`src/irpt_pkg.sv`:
```
// Shared types and constants for the IR pulse-train feature extractor.
// Used by every module under src; depends on nothing.
`timescale 1ns / 1ps
package irpt_pkg;

    localparam int MAX_SEGMENTS_DEF = 1024;

    localparam int DUR_W   = 16;
    localparam int TICK_W  = 15;
    localparam int CNT_W   = 11;
    localparam int TOTAL_W = 26;
    localparam int PULSE_W = 10;
    localparam int IN_W    = 32;
    localparam int OUT_W   = 128;
    localparam int ADDR_W  = 2;

    localparam logic [ADDR_W-1:0] CFG_ACTIVE_LOW = 2'd0;
    localparam logic [ADDR_W-1:0] CFG_LEAD_TRIM  = 2'd1;
    localparam logic [ADDR_W-1:0] CFG_TAIL_TRIM  = 2'd2;

    localparam logic [DUR_W-1:0] LEAD_TRIM_RST = 16'd15000;
    localparam logic [DUR_W-1:0] TAIL_TRIM_RST = 16'd10000;

    typedef struct packed {
        logic             active_low;
        logic [DUR_W-1:0] lead_trim;
        logic [DUR_W-1:0] tail_trim;
    } t_cfg;

    typedef struct packed {
        logic             present;
        logic             level;
        logic             over_lead;
        logic [DUR_W-1:0] dur;
    } t_seg;

    typedef struct packed {
        logic               dropped;
        logic               head_trim;
        logic [DUR_W-1:0]   seg0;
        logic [DUR_W-1:0]   second;
        logic [DUR_W-1:0]   third;
        logic [DUR_W-1:0]   held;
        logic [DUR_W-1:0]   last_acc;
        logic [TOTAL_W-1:0] total;
        logic [PULSE_W-1:0] pulses;
        logic [DUR_W-1:0]   mn;
        logic [DUR_W-1:0]   mx;
    } t_frame;

endpackage

```
`src/irpt_lane.sv`:
```
// One half-symbol lane: tick-to-microsecond conversion and lead-threshold compare.
// Depends on irpt_pkg.
`timescale 1ns / 1ps
module irpt_lane
    import irpt_pkg::*;
(
    input  logic              i_clk,
    input  logic              i_en,
    input  logic              i_level,
    input  logic [TICK_W-1:0] i_ticks,
    input  logic [DUR_W-1:0]  i_lead_trim,
    output t_seg              o_seg
);

    t_seg r_seg;
    t_seg n_seg;

    always_comb begin
        n_seg.present   = |i_ticks;
        n_seg.level     = i_level;
        n_seg.dur       = {i_ticks, 1'b0};
        n_seg.over_lead = {i_ticks, 1'b0} > i_lead_trim;
    end

    always_ff @(posedge i_clk) begin
        if (i_en) begin
            r_seg <= n_seg;
        end
    end

    assign o_seg = r_seg;

endmodule

```
`src/irpt_merge.sv`:
```
// Merge stage: folds both lane segments of a symbol into the frame state and
// snapshots the state at frame end. Depends on irpt_pkg.
`timescale 1ns / 1ps
module irpt_merge
    import irpt_pkg::*;
#(
    parameter int MAX_SEGMENTS = MAX_SEGMENTS_DEF,
    parameter int SEG_W        = $clog2(MAX_SEGMENTS + 1)
) (
    input  logic             i_clk,
    input  logic             i_rst_n,
    input  logic             i_vld,
    input  logic             i_end,
    input  t_seg             i_seg_a,
    input  t_seg             i_seg_b,
    input  t_cfg             i_cfg,
    input  logic             i_out_free,
    output logic             o_free,
    output logic             o_snap_vld,
    output t_frame           o_snap,
    output logic [SEG_W-1:0] o_snap_n
);

    localparam int DROP_LIM = (MAX_SEGMENTS + 1) / 2;
    localparam int TALLY_W  = $clog2(DROP_LIM + 2);
    localparam logic [TALLY_W-1:0] TALLY_SAT = TALLY_W'(DROP_LIM + 1);
    localparam logic [SEG_W-1:0]   SEG_MAX   = SEG_W'(MAX_SEGMENTS);

    t_frame             r_frame;
    logic [SEG_W-1:0]   r_cnt;
    logic [TALLY_W-1:0] r_tally;
    t_frame             r_snap;
    logic [SEG_W-1:0]   r_snap_n;
    logic               r_snap_vld;

    t_frame             n_frame;
    logic [SEG_W-1:0]   n_cnt;
    logic [TALLY_W-1:0] n_tally;
    t_frame             f_mid;
    logic [SEG_W-1:0]   cnt_mid;
    logic               go;
    logic               snap_free;

    function automatic t_frame add_seg(t_frame f, logic [SEG_W-1:0] i, t_seg s, t_cfg c);
        t_frame r;
        r = f;
        if (i == '0) begin
            r.seg0      = s.dur;
            r.head_trim = s.over_lead || (c.active_low && s.level);
        end else begin
            if (i >= SEG_W'(2)) begin
                r.total    = f.total + TOTAL_W'(f.held);
                r.last_acc = f.held;
                if (i[0] != f.head_trim) begin
                    r.pulses = f.pulses + 1'b1;
                    if (!(i == SEG_W'(2) && f.head_trim)) begin
                        if (f.mn == '0 || f.held < f.mn) r.mn = f.held;
                        if (f.held > f.mx) r.mx = f.held;
                    end
                end
            end
            if (i == SEG_W'(1)) r.second = s.dur;
            if (i == SEG_W'(2)) r.third = s.dur;
        end
        r.held = s.dur;
        return r;
    endfunction

    assign snap_free = !r_snap_vld || i_out_free;
    assign go        = i_vld && (snap_free || !i_end);
    assign o_free    = !i_vld || go;

    always_comb begin
        f_mid   = r_frame;
        cnt_mid = r_cnt;
        if (i_seg_a.present && r_cnt != SEG_MAX) begin
            f_mid   = add_seg(r_frame, r_cnt, i_seg_a, i_cfg);
            cnt_mid = r_cnt + 1'b1;
        end
        n_frame = f_mid;
        n_cnt   = cnt_mid;
        if (i_seg_b.present && cnt_mid != SEG_MAX) begin
            n_frame = add_seg(f_mid, cnt_mid, i_seg_b, i_cfg);
            n_cnt   = cnt_mid + 1'b1;
        end
        n_tally = (r_tally == TALLY_SAT) ? r_tally : r_tally + 1'b1;
        n_frame.dropped = n_tally > TALLY_W'(DROP_LIM);
    end

    always_ff @(posedge i_clk) begin
        if (!i_rst_n) begin
            r_frame    <= '0;
            r_cnt      <= '0;
            r_tally    <= '0;
            r_snap_vld <= 1'b0;
        end else begin
            if (go) begin
                if (i_end) begin
                    r_frame <= '0;
                    r_cnt   <= '0;
                    r_tally <= '0;
                end else begin
                    r_frame <= n_frame;
                    r_cnt   <= n_cnt;
                    r_tally <= n_tally;
                end
            end
            if (go && i_end) begin
                r_snap_vld <= 1'b1;
            end else if (r_snap_vld && i_out_free) begin
                r_snap_vld <= 1'b0;
            end
        end
    end

    always_ff @(posedge i_clk) begin
        if (go && i_end) begin
            r_snap   <= n_frame;
            r_snap_n <= n_cnt;
        end
    end

    assign o_snap_vld = r_snap_vld;
    assign o_snap     = r_snap;
    assign o_snap_n   = r_snap_n;

endmodule

```
`src/irpt_summary.sv`:
```
// Summary stage: applies tail trim to a frame snapshot and registers the result.
// Depends on irpt_pkg.
`timescale 1ns / 1ps
module irpt_summary
    import irpt_pkg::*;
#(
    parameter int MAX_SEGMENTS = MAX_SEGMENTS_DEF,
    parameter int SEG_W        = $clog2(MAX_SEGMENTS + 1)
) (
    input  logic             i_clk,
    input  logic             i_rst_n,
    input  logic             i_snap_vld,
    input  t_frame           i_snap,
    input  logic [SEG_W-1:0] i_snap_n,
    input  logic [DUR_W-1:0] i_tail_trim,
    input  logic             i_m_tready,
    output logic             o_free,
    output logic             o_m_tvalid,
    output logic             o_m_tuser,
    output logic [OUT_W-1:0] o_m_tdata
);

    logic             r_vld;
    logic             r_dropped;
    logic [OUT_W-1:0] r_data;

    logic [OUT_W-1:0]   n_data;
    logic               start;
    logic               trim_tail;
    logic               keep;
    logic [SEG_W-1:0]   count;
    logic [TOTAL_W-1:0] total;
    logic [PULSE_W-1:0] pulses;
    logic [DUR_W-1:0]   mn;
    logic [DUR_W-1:0]   mx;
    logic [DUR_W-1:0]   lp;
    logic [DUR_W-1:0]   ls;
    logic [DUR_W-1:0]   lg;
    logic               load;

    assign o_free = !r_vld || i_m_tready;
    assign load   = i_snap_vld && o_free;

    always_comb begin
        start     = i_snap.head_trim;
        trim_tail = ((i_snap_n - SEG_W'(start)) >= SEG_W'(2)) && (i_snap.held > i_tail_trim);
        keep      = !trim_tail;
        count     = i_snap_n - SEG_W'(start) - SEG_W'(trim_tail);
        total     = i_snap.total + (start ? '0 : TOTAL_W'(i_snap.seg0))
                    + (keep ? TOTAL_W'(i_snap.held) : '0);
        pulses    = i_snap.pulses + PULSE_W'(!start);
        mn        = i_snap.mn;
        mx        = i_snap.mx;
        if (keep && (i_snap_n[0] != start)) begin
            pulses = pulses + 1'b1;
            if (!(i_snap_n == SEG_W'(2) && start)) begin
                if (mn == '0 || i_snap.held < mn) mn = i_snap.held;
                if (i_snap.held > mx) mx = i_snap.held;
            end
        end
        lp = start ? i_snap.second : i_snap.seg0;
        ls = (count >= SEG_W'(2)) ? (start ? i_snap.third : i_snap.second) : '0;
        if (keep) begin
            lg = i_snap.held;
        end else if (i_snap_n >= SEG_W'(3)) begin
            lg = i_snap.last_acc;
        end else begin
            lg = i_snap.seg0;
        end

        n_data = '0;
        if (i_snap.dropped || i_snap_n == '0) begin
            n_data = '0;
        end else if (i_snap_n == SEG_W'(1)) begin
            n_data[10:0]  = CNT_W'(1);
            n_data[36:11] = TOTAL_W'(i_snap.seg0);
            n_data[52:37] = i_snap.seg0;
            n_data[84:69] = i_snap.seg0;
            n_data[94:85] = PULSE_W'(1);
        end else begin
            n_data[10:0]    = CNT_W'(count);
            n_data[36:11]   = total;
            n_data[52:37]   = lp;
            n_data[68:53]   = ls;
            n_data[84:69]   = lg;
            n_data[94:85]   = pulses;
            n_data[110:95]  = mn;
            n_data[126:111] = mx;
        end
    end

    always_ff @(posedge i_clk) begin
        if (!i_rst_n) begin
            r_vld <= 1'b0;
        end else if (load) begin
            r_vld <= 1'b1;
        end else if (i_m_tready) begin
            r_vld <= 1'b0;
        end
    end

    always_ff @(posedge i_clk) begin
        if (load) begin
            r_data    <= n_data;
            r_dropped <= i_snap.dropped;
        end
    end

    assign o_m_tvalid = r_vld;
    assign o_m_tuser  = r_dropped;
    assign o_m_tdata  = r_data;

endmodule

```
`src/ir_pulse_train_features.sv`:
```
// Top level of the IR pulse-train feature extractor: config registers, two
// half-symbol lanes, merge stage and summary stage. Depends on irpt_pkg and all src modules.
//
// Channel   Dir  Signals                        Contents
// s         in   i_s_tvalid/o_s_tready/tdata   one captured symbol, tlast = frame end
// m         out  o_m_tvalid/i_m_tready/tdata   one frame summary, tuser = dropped
// cfg       in   i_cfg_we/addr/wdata           active_low, lead_trim_us, tail_trim_us
//
// One symbol per cycle sustained while o_s_tready is high. A frame-end symbol's summary
// passes in turn through the lane register at the transfer, merge snapshot, summary register.
// Synchronous active-low reset clears frame state and loads register defaults.
// An output stall fills the snapshot stage; input is held only once a frame-end
// symbol finds both snapshot and output registers occupied and i_m_tready low.
`timescale 1ns / 1ps
module ir_pulse_train_features
    import irpt_pkg::*;
#(
    parameter int MAX_SEGMENTS = MAX_SEGMENTS_DEF
) (
    input  logic              i_clk,
    input  logic              i_rst_n,
    input  logic              i_s_tvalid,
    output logic              o_s_tready,
    // first_level[0], first_ticks[15:1], second_level[16], second_ticks[31:17]
    input  logic [IN_W-1:0]   i_s_tdata,
    input  logic              i_s_tlast,
    output logic              o_m_tvalid,
    input  logic              i_m_tready,
    // kept segments[10:0], total time[36:11], header mark[52:37],
    // header gap[68:53], closing gap[84:69], mark count[94:85],
    // shortest mark[110:95], longest mark[126:111], zero pad[127]
    output logic [OUT_W-1:0]  o_m_tdata,
    // dropped[0]
    output logic              o_m_tuser,
    input  logic              i_cfg_we,
    input  logic [ADDR_W-1:0] i_cfg_addr,
    input  logic [DUR_W-1:0]  i_cfg_wdata
);

    localparam int SEG_W = $clog2(MAX_SEGMENTS + 1);

    t_cfg             r_cfg;
    logic             r_l_vld;
    logic             r_l_end;

    t_seg             seg_a;
    t_seg             seg_b;
    logic             lane_en;
    logic             merge_free;
    logic             out_free;
    logic             snap_vld;
    t_frame           snap;
    logic [SEG_W-1:0] snap_n;

    always_ff @(posedge i_clk) begin
        if (!i_rst_n) begin
            r_cfg.active_low <= 1'b1;
            r_cfg.lead_trim  <= LEAD_TRIM_RST;
            r_cfg.tail_trim  <= TAIL_TRIM_RST;
        end else if (i_cfg_we) begin
            case (i_cfg_addr)
                CFG_ACTIVE_LOW: r_cfg.active_low <= i_cfg_wdata[0];
                CFG_LEAD_TRIM:  r_cfg.lead_trim  <= i_cfg_wdata;
                CFG_TAIL_TRIM:  r_cfg.tail_trim  <= i_cfg_wdata;
                default: begin
                end
            endcase
        end
    end

    assign o_s_tready = merge_free;
    assign lane_en    = i_s_tvalid && merge_free;

    always_ff @(posedge i_clk) begin
        if (!i_rst_n) begin
            r_l_vld <= 1'b0;
        end else if (merge_free) begin
            r_l_vld <= i_s_tvalid;
        end
    end

    always_ff @(posedge i_clk) begin
        if (lane_en) begin
            r_l_end <= i_s_tlast;
        end
    end

    irpt_lane u_lane_a (
        .i_clk       (i_clk),
        .i_en        (lane_en),
        .i_level     (i_s_tdata[0]),
        .i_ticks     (i_s_tdata[15:1]),
        .i_lead_trim (r_cfg.lead_trim),
        .o_seg       (seg_a)
    );

    irpt_lane u_lane_b (
        .i_clk       (i_clk),
        .i_en        (lane_en),
        .i_level     (i_s_tdata[16]),
        .i_ticks     (i_s_tdata[31:17]),
        .i_lead_trim (r_cfg.lead_trim),
        .o_seg       (seg_b)
    );

    irpt_merge #(
        .MAX_SEGMENTS (MAX_SEGMENTS),
        .SEG_W        (SEG_W)
    ) u_merge (
        .i_clk      (i_clk),
        .i_rst_n    (i_rst_n),
        .i_vld      (r_l_vld),
        .i_end      (r_l_end),
        .i_seg_a    (seg_a),
        .i_seg_b    (seg_b),
        .i_cfg      (r_cfg),
        .i_out_free (out_free),
        .o_free     (merge_free),
        .o_snap_vld (snap_vld),
        .o_snap     (snap),
        .o_snap_n   (snap_n)
    );

    irpt_summary #(
        .MAX_SEGMENTS (MAX_SEGMENTS),
        .SEG_W        (SEG_W)
    ) u_summary (
        .i_clk       (i_clk),
        .i_rst_n     (i_rst_n),
        .i_snap_vld  (snap_vld),
        .i_snap      (snap),
        .i_snap_n    (snap_n),
        .i_tail_trim (r_cfg.tail_trim),
        .i_m_tready  (i_m_tready),
        .o_free      (out_free),
        .o_m_tvalid  (o_m_tvalid),
        .o_m_tuser   (o_m_tuser),
        .o_m_tdata   (o_m_tdata)
    );

endmodule
```
`config.mk`:
```
export PLATFORM = sky130hd
export DESIGN_NAME = ir_pulse_train_features
export DESIGN_NICKNAME = d
export VERILOG_FILES = /design/src/irpt_pkg.sv /design/src/irpt_lane.sv /design/src/irpt_merge.sv /design/src/irpt_summary.sv /design/src/ir_pulse_train_features.sv
export SDC_FILE = /design/constraint.sdc
export NUM_CORES = 1
export LEC_CHECK = 0
export BUFFER_PORTS_ARGS = -buffer_cell sky130_fd_sc_hd__buf_2
export CORE_MARGIN = 2
export CORE_UTILIZATION = 35
export DETAILED_ROUTE_END_ITERATION = 10
export PLACE_DENSITY = 0.51
export SLEW_MARGIN = 20
export SYNTH_ARGS = -nofsm -noshare
export SYNTH_HDL_FRONTEND = slang
export SYNTH_SLANG_ARGS = --single-unit
```
`constraint.sdc`:
```
create_clock -name i_clk -period 10.7 [get_ports i_clk]
set_input_delay 1.605 -clock i_clk [delete_from_list [all_inputs] [get_ports i_clk]]
set_output_delay 1.605 -clock i_clk [all_outputs]
set_load 0.02 [all_outputs]
```
==> metrics, run 1 <==
P_leak=14.1 nW; average size of a mapped cell=9.78 µm²; vias=24315; total global routing overflow=0; dominant synthesized flop cell=edfxtp_1; Root Driver=clkbuf_16; filler instances=8667; Worst R2R Setup Slack=3820 ps; Core Region=0.0870 mm²; WS Path Type=reg -> reg; Routed WL=102 mm; total CTS buffers=66; worst slew pin tran=1140 ps; status=finished, final reports clean; design area=0.0351 mm²; TritonCTS clock tree=built; EDFF count, synth=326; fin. max-slew vios=0; synthesis-to-layout area growth=14.0%; drc violations=0; crit end category=flip-flop; max frequency=145 MHz; critical path arrival=7210 ps; Netlist cell types=83; final design utilization=0.404; Clk Latency, worst-skew pair=640 ps; Max clock buf depth=3; Hold Path Class=reg -> reg; Ports=187; Ys Warns=0; layout cells sized above 1=0.114; peak supply drop=0.111 mV; Placement Setup Slack=3790 ps; R2R Path End=u_summary.o_m_tdata[36]$_SDFFCE_PP0P_; vias in the first global route=23148; WL/cell=22.6 µm; Die H=301 µm; initial antenna violation count=0; Synth top area share=0.317; first-pass GRT wire length=151 mm; Seq cells post-synth=532; clock-pin slew on the worst setup and hold paths=60 ps; Final Setup Violations=0; largest net degree at the start of global routing=129; worst r2r path cells=25; antenna-violating nets left=0; Seq/Total Area, Yosys=0.451; Nets=3571; Post-DP HPWL=74.7 mm; cell area after synthesis=0.0308 mm²; Chip Width=301 µm; Post-Syn Instances=3154; starting density of the core=0.354; setup tns final=0 ps; Port Buffers=185; most common cell in the synthesized netlist=nand2_1; post_cts resized=0; hold path endpoint=u_merge.r_frame[132]$_SDFFE_PN0P_; FF-to-FF Start=u_merge.o_snap_n[0]$_DFFE_PP_; skew final=39.0 ps; Post-synth top cells=343 x nand2_1, 326 x edfxtp_1, 246 x nor2_1, 206 x dfxtp_1, 206 x ha_1; GRT Util Overall=0.222; setup ws final=3820 ps; gpl congestion=0.936; min-delay src=u_merge.r_frame[132]$_SDFFE_PN0P_; final worst-path cycle share=0.643; area leader, netlist=edfxtp_1; Tmin final=6880 ps; largest cells by area after synthesis=edfxtp_1 32%, dfxtp_1 13%, ha_1 8.4%, mux2i_1 4.5%, nand2_1 4.2%; Pwr Density=145 mW/mm²; Synth Net Count=3435; Slew Limit Headroom=0.240; CP startpoint kind=flip-flop; RSZ-0062 raised after global routing=false; die footprint=0.0905 mm²; Req. time, crit path=11030 ps; hold path cells=2; # clock sinks=532; Vias/cell=5.40; Async SR Flop Fraction=0; router iterations before antenna repair=5; post-CTS setup repair buffer count=0; # Max-Cap Violations=0; n_diodes=0; placed cell areas=0.0329 mm²; DR iter-0 viols=2020; H-tree depth=3; Site Rows=108; Crit Path Max Fanout=34; CTS hold repair buffers=0; final hold vios=0
[worst max-delay path: stages (launching register included)]
cell and delay (ps):
edfxtp_1 420, inv_1 150, ha_1 220, ha_1 520, inv_1 210, or4_1 530
a21oi_1 200, and3_1 220, a211o_1 140, buf_4 390, nand2_1 170, fa_1 540
inv_1 40, ha_1 180, inv_1 80, fa_1 230, nor2b_1 60, o21a_1 190
o21ai_0 400, a21oi_1 170, nor3_1 520, o31ai_1 250, o31a_1 360, nand4_1 140
xor2_1 160, nor2_1 50
[placed cells by master (no fill, tap or decap), drive strengths merged, types with 29 or more instances in the layout]
cell type,n
nand2,343
edfxtp,326
nor2,247
buf,231
ha,206
dfxtp,206
inv,188
a21oi,181
mux2i,149
o21ai,128
nor2b,109
a22oi,106
clkbuf,93
xnor2,75
a21o,63
nand3,62
nand4,47
xor2,46
nor3,46
o21a,42
a21boi,39
o31ai,36
a22o,32
a31oi,31
and3,29
[metrics by stage]
stage	power, mW	std cells	hold slack, ps
4_1_cts	5.15	4498	427
3_5_place_dp	2.87	4376	419
3_3_place_gp	2.87	4376	415
5_1_grt	5.30	4499	432
2_1_floorplan	2.67	3154	408
6_report	5.11	4499	428
[state kept, by name, summed over array words and instances, names as in the netlist]
| signal | count |
|---|---|
| r_cfg | 33 |
| r_l_end | 1 |
| r_l_vld | 1 |
| u_lane_a.o_seg | 18 |
| u_lane_b.o_seg | 18 |
| u_merge.o_snap | 150 |
| u_merge.o_snap_n | 11 |
| u_merge.o_snap_vld | 1 |
| u_merge.r_cnt | 11 |
| u_merge.r_frame | 149 |
| u_merge.r_tally | 10 |
| u_summary.o_m_tdata | 127 |
| u_summary.o_m_tuser | 1 |
| u_summary.o_m_tvalid | 1 |
[layout make-up]
class	instances	area, µm²	area share
Clock buffer	93	1810	0.0516
Multi-Input combinational cell	2275	15600	0.444
Inverter	184	691	0.0197
Sequential cell	532	13900	0.396
Clock inverter	29	374	0.0106
Tap cell	1155	1450	0.0411
Timing Repair Buffer	231	1290	0.0368
[layer usage]
metal  GRT usage  vias up  part of all wire
met5           0        -                 0
met4      0.0708        0             0.030
met3      0.0340      143             0.061
met2       0.342      747              0.44
met1       0.318    11720              0.47
li1            -    11705                 -
[power breakdown]
part           leakage [nW]  internal (mW)  switching (mW)
Combinational          8.26          0.183           0.351
Clock                  1.05           1.33           0.949
Sequential             4.76           2.24          0.0595
[kinds of logic after synthesis]
logic type,count (synthesis),synth area share
buf+inv,347,0.0443
fa+ha+maj,225,0.0959
simple gates,998,0.153
flops,532,0.451
xor+xnor,121,0.0344
compound gates,767,0.166
other cells,1,0.000122
mux,163,0.0549
[worst max-delay path by stage]
stage / from / endpoint
finish: u_merge.o_snap_n[0]$_DFFE_PP_ / u_summary.o_m_tdata[36]$_SDFFCE_PP0P_
global route: u_merge.o_snap_n[0]$_DFFE_PP_ / u_summary.o_m_tdata[36]$_SDFFCE_PP0P_
CTS: u_merge.o_snap_n[0]$_DFFE_PP_ / u_summary.o_m_tdata[36]$_SDFFCE_PP0P_
detailed placement: u_merge.o_snap_n[0]$_DFFE_PP_ / u_summary.o_m_tdata[36]$_SDFFCE_PP0P_
global placement: u_merge.o_snap_n[2]$_DFFE_PP_ / u_summary.o_m_tdata[36]$_SDFFCE_PP0P_
floorplan: i_m_tready / u_merge.o_snap[0]$_DFFE_PP_
No activity file was read; power rests on OpenSTA's default activity.
==> inputs of run 2 (changes only) <==
--- a/config.mk
+++ b/config.mk
@@ -5,6 +5,7 @@
 export SDC_FILE = /design/constraint.sdc
 export NUM_CORES = 1
 export LEC_CHECK = 0
+export ABC_AREA = 1
 export BUFFER_PORTS_ARGS = -buffer_cell sky130_fd_sc_hd__buf_2
 export CORE_MARGIN = 2
 export CORE_UTILIZATION = 35
==> constraint.sdc (replaced) <==
create_clock -name i_clk -period 7.1 [get_ports i_clk]
set_input_delay 1.065 -clock i_clk [delete_from_list [all_inputs] [get_ports i_clk]]
set_output_delay 1.065 -clock i_clk [all_outputs]
set_load 0.02 [all_outputs]
==> run 2 against run 1 <==
Against the previous run: non-clock buffer count increased by 11; die area about the same; synthesized cell count is 18% higher; worst hold slack gained 36 ps; critical endpoint unchanged.
==> metrics, run 2 <==
status=finished, final reports clean (unchanged); Post-Syn Instances=3736 (was 3154); Root Driver=clkbuf_16 (unchanged); Die H=301 µm (about the same); Max clock buf depth=3 (unchanged); crit path max-delay cell type=fa_1 (unchanged); non-filler cells, final=5110 (was 4499); average size of a mapped cell=8.26 µm² (was 9.78 µm²); Netlist cell types=61 (was 83); Pwr Density=227 mW/mm² (was 145 mW/mm²); Crit Path Max Fanout=30 (was 34); initial antenna violation count=1 (was 0); Final Setup Violations=0 (unchanged); starting density of the core=0.355 (was 0.354); final worst-path cycle share=0.867 (was 0.643); Req. time, crit path=7460 ps (was 11030 ps); EDFF count, synth=326 (unchanged); CP startpoint kind=flip-flop (unchanged); max frequency=162 MHz (was 145 MHz); Worst Path Buf+Inv=8 (was 5); final hold vios=0 (unchanged); layout cells sized above 1=0.110 (was 0.114); Tmin final=6160 ps (was 6880 ps); most used cell, CP=inv_1 (unchanged); Synth Net Count=4017 (was 3435); gpl congestion=0.883 (was 0.936); Ports=187 (unchanged); post_cts resized=0 (unchanged); Nets=4182 (was 3571); final design utilization=0.407 (was 0.404); Site Rows=108 (unchanged); Hold Slack=464 ps (was 428 ps); commonest non-fill, non-tap cell in the layout=nand2_1 (unchanged); cell area after synthesis=0.0309 mm² (was 0.0308 mm²); vias=26132 (was 24315); clock-pin slew on the worst setup and hold paths=60 ps (about the same); most frequent cells in the layout=933 x nand2_1, 440 x inv_1, 364 x a21oi_1 (was 342 x nand2_1, 326 x edfxtp_1, 242 x nor2_1); dominant synthesized flop cell=edfxtp_1 (unchanged); # Max-Cap Violations=0 (unchanged); total CTS buffers=66 (unchanged); drc violations=0 (unchanged); Chip Width=301 µm (about the same); DR iter-0 viols=2040 (was 2020); filler instances=8835 (was 8667); vias in the first global route=24415 (was 23148); max incr delay on CP=460 ps (was 540 ps); # clock sinks=532 (unchanged); most common cell in the synthesized netlist=nand2_1 (unchanged); Seq cells post-synth=532 (unchanged); GRT Util Overall=0.227 (was 0.222); Ys Warns=0 (unchanged); Post-DP HPWL=75.5 mm (was 74.7 mm); largest net degree at the start of global routing=95 (was 129); post-CTS setup repair buffer count=0 (unchanged); Post-synth top cells=935 x nand2_1, 442 x inv_1, 365 x a21oi_1, 326 x edfxtp_1, 240 x o21ai_0 (was 343 x nand2_1, 326 x edfxtp_1, 246 x nor2_1, 206 x dfxtp_1, 206 x ha_1); Clk Latency, worst-skew pair=620 ps (was 640 ps); Core Region=0.0870 mm² (unchanged); first-pass GRT wire length=155 mm (was 151 mm); router iterations before antenna repair=6 (was 5); CTS hold repair buffers=0 (unchanged); critical path arrival=6520 ps (was 7210 ps); number of flip-flops in the largest register=150 (unchanged); TritonCTS clock tree=built (unchanged); area leader, netlist=edfxtp_1 (unchanged); Routed WL=103 mm (was 102 mm); WL/cell=20.1 µm (was 22.6 µm); RSZ-0062 raised after global routing=false (unchanged); setup tns final=0 ps (unchanged); skew final=20.6 ps (was 39.0 ps); Async SR Flop Fraction=0 (unchanged); cell family with most CP delay=simple AND/OR/NAND/NOR gates (was compound AO/OA/AOI/OAI gates); die footprint=0.0905 mm² (about the same); crit end category=flip-flop (unchanged); Vias/cell=5.11 (was 5.40); largest cells by area after synthesis=edfxtp_1 32%, dfxtp_1 13%, nand2_1 11%, ha_1 8.4%, a21oi_1 5.9% (was edfxtp_1 32%, dfxtp_1 13%, ha_1 8.4%, mux2i_1 4.5%, nand2_1 4.2%); worst slew pin tran=1110 ps (was 1140 ps); WS Path Type=reg -> reg (unchanged); Synth top area share=0.317 (about the same); H-tree depth=3 (unchanged); total power=8.04 mW (was 5.11 mW); antenna-violating nets left=0 (unchanged); total global routing overflow=0 (unchanged); dpl cells=4988 (was 4376); Hold Path Class=reg -> reg (unchanged); synthesis-to-layout area growth=14.7% (was 14.0%); Seq/Total Area, Yosys=0.451 (about the same); Slew Limit Headroom=0.259 (was 0.240); fin. max-slew vios=0 (unchanged); peak supply drop=0.163 mV (was 0.111 mV); P_leak=14.4 nW (was 14.1 nW); Port Buffers=185 (unchanged)
-- run 2: cell count changes after synthesis, moves of 35 or more --
cell / before / now
inv_1: 183 / 442
a21oi_1: 181 / 365
o21ai_1: 7 / 42
xnor2_1: 75 / 29
o21ai_0: 120 / 240
a21boi_0: 39 / 1
a22oi_1: 106 / 0
a21o_1: 63 / 7
nand2_1: 343 / 935
mux2i_1: 138 / 0
nand3_1: 61 / 123
nor2b_1: 109 / 0
-- run 2: cell families after synthesis --
logic type               after synthesis  share of synthesized area
buffers and inverters                604                     0.0759
adder cells (fa/ha/maj)              225                     0.0959
AO/OA/AOI/OAI                        815                      0.147
other                                  1                   0.000122
AND/OR/NAND/NOR                     1458                      0.201
flip-flops                           532                      0.451
XOR/XNOR                             101                     0.0294
-- run 2: worst min-delay path, stage by stage (launching register included) --
cell and delay, ps:
dfxtp_1 310, nand2_1 60, a21oi_1 50
-- run 2: through the flow --
| stage | worst slack [ps] | area [µm²] |
|---|---|---|
| finish | 944 | 35400 |
| global route | 192 | 35400 |
| CTS | 953 | 35400 |
| detailed placement | 971 | 33100 |
| global placement | 998 | 33100 |
| floorplan | 10.9 | 30900 |
-- run 2: report_power, final --
group	internal [mW]	switching (mW)
Combinational	0.309	0.745
Sequential	3.39	0.0567
Clock	2.12	1.41
Total	5.82	2.22
-- run 2: cell type report --
class | count | area (µm²) | area share
flip-flops and latches | 532 | 13900 | 0.393
inverters | 459 | 1740 | 0.0492
clock buffers | 79 | 1760 | 0.0498
repair buffers | 242 | 1370 | 0.0386
multi-input cells | 2600 | 14700 | 0.414
well taps | 1155 | 1450 | 0.0408
clock inverters | 42 | 502 | 0.0142
diodes | 1 | 2.50 | 0.0000707
-- run 2: final timing paths --
check                                    start                                    end  slack (ps)  depth (start not counted)
min reg2reg  u_merge.r_frame[138]$_SDFFE_PN0P_      u_merge.r_frame[138]$_SDFFE_PN0P_         460                          2
max              u_merge.o_snap_n[0]$_DFFE_PP_  u_summary.o_m_tdata[36]$_SDFFCE_PP0P_         940                         34
min          u_merge.r_frame[138]$_SDFFE_PN0P_      u_merge.r_frame[138]$_SDFFE_PN0P_         460                          2
max reg2reg      u_merge.o_snap_n[0]$_DFFE_PP_  u_summary.o_m_tdata[36]$_SDFFCE_PP0P_         940                         34
-- run 2: metal layers --
layer / GRT usage / wire length, µm / vias to the layer above
li1: - / - / 12948
met1: 0.319 / 47700 / 12313
met2: 0.360 / 46300 / 726
met3: 0.0296 / 5650 / 145
met4: 0.0732 / 3250 / 0
met5: 0 / 0 / -
==> inputs of run 3 (changes only) <==
--- a/config.mk
+++ b/config.mk
@@ -6,7 +6,7 @@
 export NUM_CORES = 1
 export LEC_CHECK = 0
 export ABC_AREA = 1
-export BUFFER_PORTS_ARGS = -buffer_cell sky130_fd_sc_hd__buf_2
+export BUFFER_PORTS_ARGS = -buffer_cell sky130_fd_sc_hd__buf_4
 export CORE_MARGIN = 2
 export CORE_UTILIZATION = 35
 export DETAILED_ROUTE_END_ITERATION = 10
==> run 3 against run 2 <==
Against the previous run: combinational power is essentially flat; final cell count hardly changed; fmax fell by 3.4%; sequential power barely moved; sequential cell count stayed put; register-to-register slack got worse by 220 ps; via count decreased by 0.44%; critical path type unchanged.
==> metrics, run 3 (synthesis gave the netlist of run 2 again) <==
status=finished, final reports clean (unchanged); H-tree depth=2 (was 3); FF-to-FF Start=u_merge.o_snap[99]$_DFFE_PP_ (was u_merge.o_snap_n[0]$_DFFE_PP_); starting density of the core=0.355 (unchanged); Sequential Area=0.0139 mm² (unchanged); Pwr Density=217 mW/mm² (was 227 mW/mm²); fin. max-slew vios=0 (unchanged); TritonCTS clock tree=built (unchanged); Post-DP HPWL=76.2 mm (was 75.5 mm); filler instances=8812 (was 8835); GRT Util Overall=0.224 (was 0.227); critical path startpoint=u_merge.o_snap[99]$_DFFE_PP_ (was u_merge.o_snap_n[0]$_DFFE_PP_); Clk Latency, worst-skew pair=630 ps (was 620 ps); final worst-path cycle share=0.898 (was 0.867); non-filler cells, final=5108 (was 5110); setup tns final=0 ps (unchanged); setup ws final=724 ps (was 944 ps); largest net degree at the start of global routing=105 (was 95); Nets=4184 (was 4182); Routed WL=103 mm (about the same); Max clock buf depth=3 (unchanged); P_leak=14.5 nW (was 14.4 nW); Req. time, crit path=7480 ps (was 7460 ps); most frequent cells in the layout=933 x nand2_1, 440 x inv_1, 364 x a21oi_1 (unchanged); synthesis-to-layout area growth=15.6% (was 14.7%); Tmin final=6380 ps (was 6160 ps); total power=7.75 mW (was 8.04 mW); DR iter-0 viols=1998 (was 2040); layout cells sized above 1=0.109 (was 0.110); final hold vios=0 (unchanged); CP startpoint kind=flip-flop (unchanged); Hold Path Class=reg -> reg (unchanged); Die H=301 µm (unchanged); initial antenna violation count=1 (unchanged); Placement Setup Slack=815 ps (was 971 ps); total global routing overflow=0 (unchanged); Final Setup Violations=0 (unchanged); Multi-input gate area=0.0147 mm² (unchanged); number of flip-flops in the largest register=150 (unchanged); die footprint=0.0905 mm² (unchanged); Port Buffers=185 (unchanged); gpl congestion=0.909 (was 0.883); antenna-violating nets left=0 (unchanged); worst slew pin tran=1170 ps (was 1110 ps); vias in the first global route=24140 (was 24415); drc violations=0 (unchanged); router iterations before antenna repair=5 (was 6); Crit Path Max Fanout=11 (was 30); most used cell, CP=inv_1 (unchanged); critical path arrival=6760 ps (was 6520 ps); RSZ-0062 raised after global routing=false (unchanged); final design utilization=0.410 (was 0.407); peak supply drop=0.174 mV (was 0.163 mV); # Max-Cap Violations=0 (unchanged); crit path max-delay cell type=edfxtp_1 (was fa_1); max incr delay on CP=630 ps (was 460 ps); post_cts resized=0 (unchanged); dpl cells=4995 (was 4988); WS Path Type=reg -> reg (unchanged); # clock sinks=532 (unchanged); CTS hold repair buffers=0 (unchanged); crit end category=flip-flop (unchanged); skew final=15.0 ps (was 20.6 ps); post-CTS setup repair buffer count=0 (unchanged); commonest non-fill, non-tap cell in the layout=nand2_1 (unchanged); total CTS buffers=61 (was 66); clock-pin slew on the worst setup and hold paths=60 ps (about the same); WL/cell=20.1 µm (about the same); Ports=187 (unchanged); min-delay src=u_merge.r_frame[119]$_SDFFE_PN0P_ (was u_merge.r_frame[138]$_SDFFE_PN0P_); Chip Width=301 µm (unchanged); first-pass GRT wire length=154 mm (was 155 mm); Core Region=0.0870 mm² (unchanged); Root Driver=clkbuf_16 (unchanged); Slew Limit Headroom=0.220 (was 0.259); Vias/cell=5.09 (was 5.11); max frequency=157 MHz (was 162 MHz); vias=26016 (was 26132); Site Rows=108 (unchanged)
run 3: worst paths after layout:
check / endpoint / slack (ps) / cells past startpoint
worst max-delay path: u_summary.o_m_tdata[36]$_SDFFCE_PP0P_ / 720 / 31
worst max register to register: u_summary.o_m_tdata[36]$_SDFFCE_PP0P_ / 720 / 31
worst min register to register: u_merge.r_frame[119]$_SDFFE_PN0P_ / 460 / 2
worst min-delay path: u_merge.r_frame[119]$_SDFFE_PN0P_ / 460 / 2
run 3: layout make-up:
cell class | count | share of cell area
antenna | 1 | 0.0000702
clock buffer | 83 | 0.0480
clock inverter | 29 | 0.00894
inverter | 459 | 0.0488
multi-input combinational | 2600 | 0.411
sequential | 532 | 0.390
tap | 1155 | 0.0405
timing repair buffer | 249 | 0.0528
run 3: where the power goes:
| group | switching, mW | leakage (nW) | internal, mW |
|---|---|---|---|
| logic | 0.745 | 8.78 | 0.327 |
| clock network | 1.33 | 0.997 | 1.90 |
| registers | 0.0536 | 4.73 | 3.39 |
| total | 2.13 | 14.5 | 5.62 |
run 3: per-layer routing:
metal  wire (µm)  share of wire  vias to the layer above  global-route usage
met5           0              0                        -                   0
met4        2750          0.027                        0              0.0588
met3        5590          0.054                      129              0.0282
met2       46400           0.45                      685               0.359
met1       48100           0.47                    12283               0.319
li1            -              -                    12919                   -
run 3: through the flow:
| step | hold WS [ps] | cell area [µm²] |
|---|---|---|
| after floorplan | 435 | 30900 |
| after global placement | 449 | 33600 |
| after detailed placement | 455 | 33600 |
| after CTS | 464 | 35700 |
| after global routing | 480 | 35700 |
| final | 464 | 35700 |
run 3: critical path, delay by kind of cell (launching register included):
kind            cells  cell delay [ps]
simple gates       15             2610
fa+ha+maj           4             1450
compound gates      6              970
flops               1              630
buf+inv             6              450
